--- config.mk ---
export PLATFORM = sky130hd
export DESIGN_NAME = indexed_array_list_unit
export DESIGN_NICKNAME = d
export VERILOG_FILES = /design/src/hdl/ial_pkg.sv /design/src/hdl/indexed_array_list_unit.sv
export SDC_FILE = /design/constraint.sdc
export NUM_CORES = 1
export LEC_CHECK = 0
export ABC_AREA = 1
export ABC_CLOCK_PERIOD_IN_PS = 5100
export BUFFER_PORTS_ARGS = -buffer_cell sky130_fd_sc_hd__buf_2
export CAP_MARGIN = 20
export CORE_MARGIN = 2
export CORE_UTILIZATION = 33
export DETAILED_ROUTE_END_ITERATION = 7
export PLACE_DENSITY = 0.48
export SETUP_SLACK_MARGIN = 0.02
export SLEW_MARGIN = 20
export SYNTH_ARGS = -nofsm -noshare
export SYNTH_HDL_FRONTEND = slang
export SYNTH_SLANG_ARGS = --single-unit
--- constraint.sdc ---
create_clock -name i_clk -period 5.1 [get_ports i_clk]
set_input_delay 0.255 -clock i_clk [delete_from_list [all_inputs] [get_ports i_clk]]
set_output_delay 0.255 -clock i_clk [all_outputs]
set_load 0.05 [all_outputs]
--- src/hdl/ial_pkg.sv ---
// Shared types and constants for the indexed array list unit.
`timescale 1ns / 1ps
`default_nettype none

package ial_pkg;

    // List geometry
    localparam int LIST_DEPTH = 64;
    localparam int ENTRY_BITS = 16;
    localparam int IDX_W      = $clog2(LIST_DEPTH);
    localparam int CNT_W      = $clog2(LIST_DEPTH + 1);
    localparam int OP_W       = 3;
    localparam int STAT_W     = 2;

    // Stream payload widths, padded to whole bytes
    localparam int IN_DATA_BITS  = IDX_W + ENTRY_BITS;
    localparam int IN_TDATA_W    = ((IN_DATA_BITS + 7) / 8) * 8;
    localparam int OUT_DATA_BITS = ENTRY_BITS + CNT_W + STAT_W;
    localparam int OUT_TDATA_W   = ((OUT_DATA_BITS + 7) / 8) * 8;

    // Operation codes
    typedef enum logic [OP_W-1:0] {
        OP_READ   = 3'd0,
        OP_APPEND = 3'd1,
        OP_INSERT = 3'd2,
        OP_REMOVE = 3'd3,
        OP_CLEAR  = 3'd4
    } t_op;

    // Result status codes
    typedef enum logic [STAT_W-1:0] {
        ST_OK    = 2'd0,
        ST_FULL  = 2'd1,
        ST_RANGE = 2'd2
    } t_status;

endpackage

`default_nettype wire

--- src/hdl/indexed_array_list_unit.sv ---
// Bounded ordered list in a single-port-write array with a fill count.
//
//  channel   dir  handshake                      tdata / tuser
//  s_axis    in   s_axis_tvalid / s_axis_tready  request: op, position, entry value
//  m_axis    out  m_axis_tvalid / m_axis_tready  result: value, count, status, valid
//
//  A read waits on the registered slot read; insert shifts the entries from
//  the position up before it writes, and remove shifts the later entries down.
//  The slot memory moves one entry per cycle through its one read and one
//  write port, which sets the shift time. A request is taken while the
//  sequencer is idle and the result register is empty or being drained.
//  Reset clears the count and the control state; slot contents stay as they are.
`timescale 1ns / 1ps
`default_nettype none

module indexed_array_list_unit (
    input  wire logic                               i_clk,
    input  wire logic                               i_rst_n,
    input  wire logic                               s_axis_tvalid,
    output logic                                    s_axis_tready,
    // [5:0] position, [21:6] entry_value, rest zero
    input  wire logic [ial_pkg::IN_TDATA_W-1:0]     s_axis_tdata,
    // [2:0] operation
    input  wire logic [ial_pkg::OP_W-1:0]           s_axis_tuser,
    output logic                                    m_axis_tvalid,
    input  wire logic                               m_axis_tready,
    // [15:0] read_value, [22:16] entry_count, [24:23] status, rest zero
    output logic [ial_pkg::OUT_TDATA_W-1:0]         m_axis_tdata,
    // [0] read_valid
    output logic                                    m_axis_tuser
);

    localparam int IDX_W = ial_pkg::IDX_W;
    localparam int CNT_W = ial_pkg::CNT_W;
    localparam int EB    = ial_pkg::ENTRY_BITS;

    typedef enum logic [2:0] {
        S_IDLE,
        S_RD_WAIT,
        S_SHIFT_UP,
        S_INS_WR,
        S_SHIFT_DN
    } t_state;

    // Slot memory
    logic [EB-1:0]    r_mem [ial_pkg::LIST_DEPTH];
    logic [EB-1:0]    r_rdata;
    logic             mem_we;
    logic [IDX_W-1:0] mem_waddr;
    logic [EB-1:0]    mem_wdata;
    logic [IDX_W-1:0] mem_raddr;

    // Sequencer and result registers
    t_state             r_state, n_state;
    logic [CNT_W-1:0]   r_count, n_count;
    logic [IDX_W-1:0]   r_src, n_src;
    logic [IDX_W-1:0]   r_pos, n_pos;
    logic [EB-1:0]      r_val, n_val;
    logic               r_out_valid, n_out_valid;
    logic [EB-1:0]      r_out_value, n_out_value;
    logic               r_out_rvalid, n_out_rvalid;
    logic [CNT_W-1:0]   r_out_count, n_out_count;
    ial_pkg::t_status   r_out_status, n_out_status;

    // Request fields
    ial_pkg::t_op       in_op;
    logic [IDX_W-1:0]   in_pos;
    logic [EB-1:0]      in_val;
    logic               accept;
    logic               out_free;
    logic [CNT_W-1:0]   cnt_m1;
    logic [CNT_W-1:0]   pos_ext;
    logic               is_full;

    assign in_op   = ial_pkg::t_op'(s_axis_tuser);
    assign in_pos  = s_axis_tdata[IDX_W-1:0];
    assign in_val  = s_axis_tdata[IDX_W +: EB];
    assign cnt_m1  = r_count - CNT_W'(1);
    assign pos_ext = CNT_W'(in_pos);
    assign is_full = (r_count == CNT_W'(ial_pkg::LIST_DEPTH));

    assign out_free      = !r_out_valid || m_axis_tready;
    assign s_axis_tready = (r_state == S_IDLE) && out_free;
    assign accept        = s_axis_tvalid && s_axis_tready;

    // Sequencer next state and memory control
    always_comb begin
        n_state      = r_state;
        n_count      = r_count;
        n_src        = r_src;
        n_pos        = r_pos;
        n_val        = r_val;
        n_out_valid  = r_out_valid && !m_axis_tready;
        n_out_value  = r_out_value;
        n_out_rvalid = r_out_rvalid;
        n_out_count  = r_out_count;
        n_out_status = r_out_status;
        mem_we       = 1'b0;
        mem_waddr    = r_src;
        mem_wdata    = r_rdata;
        mem_raddr    = r_src;

        case (r_state)
            S_IDLE: begin
                if (accept) begin
                    n_pos        = in_pos;
                    n_val        = in_val;
                    n_out_value  = '0;
                    n_out_rvalid = 1'b0;
                    n_out_status = ial_pkg::ST_OK;
                    case (in_op)
                        ial_pkg::OP_READ: begin
                            if (pos_ext < r_count) begin
                                mem_raddr = in_pos;
                                n_state   = S_RD_WAIT;
                            end else begin
                                n_out_status = ial_pkg::ST_RANGE;
                                n_out_count  = r_count;
                                n_out_valid  = 1'b1;
                            end
                        end
                        ial_pkg::OP_APPEND: begin
                            if (is_full) begin
                                n_out_status = ial_pkg::ST_FULL;
                                n_out_count  = r_count;
                            end else begin
                                mem_we      = 1'b1;
                                mem_waddr   = r_count[IDX_W-1:0];
                                mem_wdata   = in_val;
                                n_count     = r_count + CNT_W'(1);
                                n_out_count = r_count + CNT_W'(1);
                            end
                            n_out_valid = 1'b1;
                        end
                        ial_pkg::OP_INSERT: begin
                            if (is_full) begin
                                n_out_status = ial_pkg::ST_FULL;
                                n_out_count  = r_count;
                                n_out_valid  = 1'b1;
                            end else if (pos_ext >= r_count) begin
                                n_out_status = ial_pkg::ST_RANGE;
                                n_out_count  = r_count;
                                n_out_valid  = 1'b1;
                            end else begin
                                // start with the last entry
                                mem_raddr = cnt_m1[IDX_W-1:0];
                                n_src     = cnt_m1[IDX_W-1:0];
                                n_state   = S_SHIFT_UP;
                            end
                        end
                        ial_pkg::OP_REMOVE: begin
                            if (pos_ext >= r_count) begin
                                n_out_status = ial_pkg::ST_RANGE;
                                n_out_count  = r_count;
                                n_out_valid  = 1'b1;
                            end else if (pos_ext == cnt_m1) begin
                                // last entry: nothing to move
                                n_count     = cnt_m1;
                                n_out_count = cnt_m1;
                                n_out_valid = 1'b1;
                            end else begin
                                mem_raddr = in_pos + IDX_W'(1);
                                n_src     = in_pos + IDX_W'(1);
                                n_state   = S_SHIFT_DN;
                            end
                        end
                        ial_pkg::OP_CLEAR: begin
                            n_count     = '0;
                            n_out_count = '0;
                            n_out_valid = 1'b1;
                        end
                        default: begin
                            n_out_count = r_count;
                            n_out_valid = 1'b1;
                        end
                    endcase
                end
            end

            S_RD_WAIT: begin
                n_out_value  = r_rdata;
                n_out_rvalid = 1'b1;
                n_out_count  = r_count;
                n_out_valid  = 1'b1;
                n_state      = S_IDLE;
            end

            // Move entries up one slot, last entry first
            S_SHIFT_UP: begin
                mem_we    = 1'b1;
                mem_waddr = r_src + IDX_W'(1);
                mem_wdata = r_rdata;
                if (r_src == r_pos) begin
                    n_state = S_INS_WR;
                end else begin
                    mem_raddr = r_src - IDX_W'(1);
                    n_src     = r_src - IDX_W'(1);
                end
            end

            S_INS_WR: begin
                mem_we      = 1'b1;
                mem_waddr   = r_pos;
                mem_wdata   = r_val;
                n_count     = r_count + CNT_W'(1);
                n_out_count = r_count + CNT_W'(1);
                n_out_valid = 1'b1;
                n_state     = S_IDLE;
            end

            // Move entries down one slot, lowest first
            S_SHIFT_DN: begin
                mem_we    = 1'b1;
                mem_waddr = r_src - IDX_W'(1);
                mem_wdata = r_rdata;
                if (CNT_W'(r_src) == cnt_m1) begin
                    n_count     = cnt_m1;
                    n_out_count = cnt_m1;
                    n_out_valid = 1'b1;
                    n_state     = S_IDLE;
                end else begin
                    mem_raddr = r_src + IDX_W'(1);
                    n_src     = r_src + IDX_W'(1);
                end
            end

            default: begin
                n_state = S_IDLE;
            end
        endcase
    end

    // Slot memory: one write and one registered read per cycle
    always_ff @(posedge i_clk) begin
        if (mem_we) begin
            r_mem[mem_waddr] <= mem_wdata;
        end
        r_rdata <= r_mem[mem_raddr];
    end

    // Hold state, count and result
    always_ff @(posedge i_clk) begin
        if (!i_rst_n) begin
            r_state     <= S_IDLE;
            r_count     <= '0;
            r_out_valid <= 1'b0;
        end else begin
            r_state     <= n_state;
            r_count     <= n_count;
            r_out_valid <= n_out_valid;
        end
        r_src        <= n_src;
        r_pos        <= n_pos;
        r_val        <= n_val;
        r_out_value  <= n_out_value;
        r_out_rvalid <= n_out_rvalid;
        r_out_count  <= n_out_count;
        r_out_status <= n_out_status;
    end

    // Drive the result channel
    assign m_axis_tvalid = r_out_valid;
    assign m_axis_tuser  = r_out_rvalid;
    assign m_axis_tdata  = {{(ial_pkg::OUT_TDATA_W - ial_pkg::OUT_DATA_BITS){1'b0}},
                            r_out_status, r_out_count, r_out_value};

endmodule

`default_nettype wire
==> flow_metrics.py <==
metrics = {
    "outcome": {
        "status": "completed",
    },
    "cts": {
        "clk_pin_slew_ns": 0.06,
        "htree_levels": 3,
        "cts_buffers": 120,
        "clock_latency_ns": 0.75,
        "clock-root-buffer": "clkbuf_16",
        "cts.sinks": 1105,
        "cts_tree": "done",
        "cts_setup_buffers": 0,
        "cts_max_path_buffers": 3,
    },
    "synth": {
        "syn-cell-area_um2": 50850,
        "syn_inst": 4848,
        "synth_edf_count": 1078,
        "synth-async-reset-ratio": 0,
        "syn_area_per_cell_um2": 10.49,
        "synth_ff_type": "edfxtp_1",
        "synth_seq_area_share": 0.6473,
        "yosys_warnings": 0,
        "ys_ff_latch": 1105,
        "yosysUniqueCellTypes": 53,
    },
    "layout": {
        "final_cell_mix": "nand3_1, edfxtp_1, nand2_1, inv_1, nand3b_1",
        "n_fill_cell": 15060,
        "layout-drive-gt1-share": 0.1004,
        "antennaDiodeCount": 0,
        "area_growth_pct": 15.30,
        "fin_nets": 5028,
        "final_common_cell": "nand3_1",
    },
    "sta": {
        "slew_viol_final": 0,
        "maxSlewHeadroom": 0.3008,
        "skew_ns": 0.03253,
        "tightestPinTransition_ns": 1.045,
        "rsz0062_at_grt": "no",
        "setup_viol": 0,
        "hold_viol_final": 0,
        "clock.fmax_mhz": 218.2,
        "fin_crit_ns": 4.582,
        "period_share": 0.8984,
        "fin_tns_setup_ns": 0,
    },
    "global_routing": {
        "grt_util_met2": 0.2933,
        "grt_antenna_before_repair": 2,
        "grtUsageTotal": 0.1915,
        "grt-busiest-layer": "met2",
        "grt_pass1_vias": 33280,
        "met3_usage": 0.02497,
        "grt_max_degree": 120,
        "use_met1": 0.2849,
        "overflow": 0,
        "grt_pass1_wl_um": 225500,
    },
    "place": {
        "globalplace.congestion": 0.8687,
        "hpwl_um": 91340,
        "io_buffers": 56,
    },
    "die": {
        "initial_utilization": 0.3312,
        "fp-row-count": 144,
        "die_w_um": 396.5,
        "pin_count": 66,
        "dieArea_um2": 157200,
        "core-area_um2": 153500,
        "die_y_um": 396.5,
    },
    "route": {
        "drt-initial-drc-count": 3153,
        "ant_nets": 0,
        "postRouteWirelength_um": 152900,
        "drc": 0,
        "vias_per_cell": 4.933,
        "drt_pass1_iterations": 6,
        "wl_per_cell_um": 21.44,
        "num_vias": 35180,
    },
    "setup_path": {
        "endpoint_kind": "flop",
        "crit_type": "flop to flop",
        "startpoint_type": "flop",
        "path_max_fanout": 35,
        "crit_arrival_ns": 5.27,
        "worst-endpoint-required_ns": 5.78,
    },
    "worst_hold_path": {
        "hold_path.class": "primary input to flop",
    },
    "run": {
        "cap_viol_max_count": 0,
    },
}
-- sequential cells by signal, indices dropped and copies added, names as in the netlist --
| signal | flops |
|---|---|
| r_count | 7 |
| r_out_status | 2 |
| r_rdata | 16 |
| r_out_value | 16 |
| r_state | 3 |
| r_val | 16 |
| r_pos | 6 |
| m_axis_tuser | 1 |
| r_src | 6 |
| m_axis_tvalid | 1 |
| r_out_count | 7 |
| r_mem | 1024 |
-- timing repair --
item                      4_1_cts  5_1_grt
resized for setup               0        0
hold endpoints to repair       33        0
hold buffers                   26        0
-- metal layers --
layer	wire [µm]	vias to the layer above
met3	7851	198
met4	3755	2
li1	-	16830
met2	67880	970
met5	6	-
met1	73390	17180
-- final timing paths --
| kind | from | endpoint | slack (ns) | cells after the start |
|---|---|---|---|---|
| setup / recovery | r_count[2] | r_rdata[0] | 0.52 | 23 |
| hold / removal | s_axis_tuser[0] | r_state[1] | 0.07 | 4 |
| setup reg to reg | r_count[2] | r_rdata[0] | 0.52 | 23 |
| hold reg to reg | r_state[2] | r_state[2] | 0.58 | 2 |
-- cell families after synthesis --
group | Yosys count | synth area share
DFF | 1105 | 0.6473
buffers and inverters | 1046 | 0.08475
AOI/OAI and AO/OA | 209 | 0.02441
and+or+nand+nor | 2456 | 0.2373
other | 1 | 0.00007375
xor gates and xnor gates | 19 | 0.003273
adders and majority gates | 12 | 0.002953
-- worst max-delay path: stages (launching register included) --
cell	delay [ns]
dfxtp_1	0.35
inv_2	0.10
ha_1	0.30
a21oi_1	0.14
o21ai_0	0.18
a21oi_4	0.25
nand2_2	0.17
inv_2	0.28
nand2_2	0.23
nand2_1	0.10
nand3_1	0.08
nand2_1	0.14
nand2_2	0.10
nand2_8	0.23
nand2_8	0.25
buf_12	0.28
buf_4	0.18
nand2_1	0.05
nand3_1	0.06
nand3_1	0.10
nand3_1	0.17
nand3_1	0.22
nand3_1	0.35
nand2_1	0.18
-- final cells by class --
type / instances / area (µm²) / area share
sequential: 1105 / 32910 / 0.5614
multi-input combinational: 2703 / 13770 / 0.2348
clock buffer: 176 / 3358 / 0.05728
timing repair buffer: 313 / 2850 / 0.04862
inverter: 742 / 2798 / 0.04772
tap: 2044 / 2557 / 0.04362
clock inverter: 49 / 382.9 / 0.006531
-- cells in the mapped netlist, types with 8 or more instances --
library cell / n / area, µm²
o211ai_1: 30 / 225.2
inv_2: 15 / 56.30
a21oi_1: 65 / 325.3
nand2_2: 9 / 56.30
nor2_1: 146 / 548.0
nand2_1: 812 / 3048
o21ai_0: 55 / 275.3
nand3_1: 1112 / 5565
ha_1: 12 / 150.1
dfxtp_1: 27 / 540.5
buf_1: 11 / 41.29
o21ai_1: 11 / 55.05
nand3b_1: 338 / 2537
xor2_1: 18 / 157.7
buf_4: 27 / 202.7
clkbuf_1: 85 / 319.1
nor3_1: 11 / 55.05
nand4_1: 8 / 50.05
buf_2: 173 / 865.8
o22ai_1: 22 / 137.6
inv_1: 722 / 2710
edfxtp_1: 1078 / 32370
buf_6: 8 / 90.09
-- per-stage QoR --
stage	hold slack, ns	area [µm²]	std cells	worst slack [ns]	utilization
floorplan	0.3539	50870	4854	0.9909	-
global placement	0.4592	54620	6881	0.5905	0.3558
detailed placement	0.4533	54620	6881	0.5784	0.3558
CTS	0.0009717	58630	7132	0.6143	0.3819
global route	0.08919	58630	7132	0.2411	0.3819
finish	0.07033	58630	7132	0.5180	0.3819
Power is not shown: default switching activity piles up to over one toggle a cycle in this logic, so the estimate is an artifact.
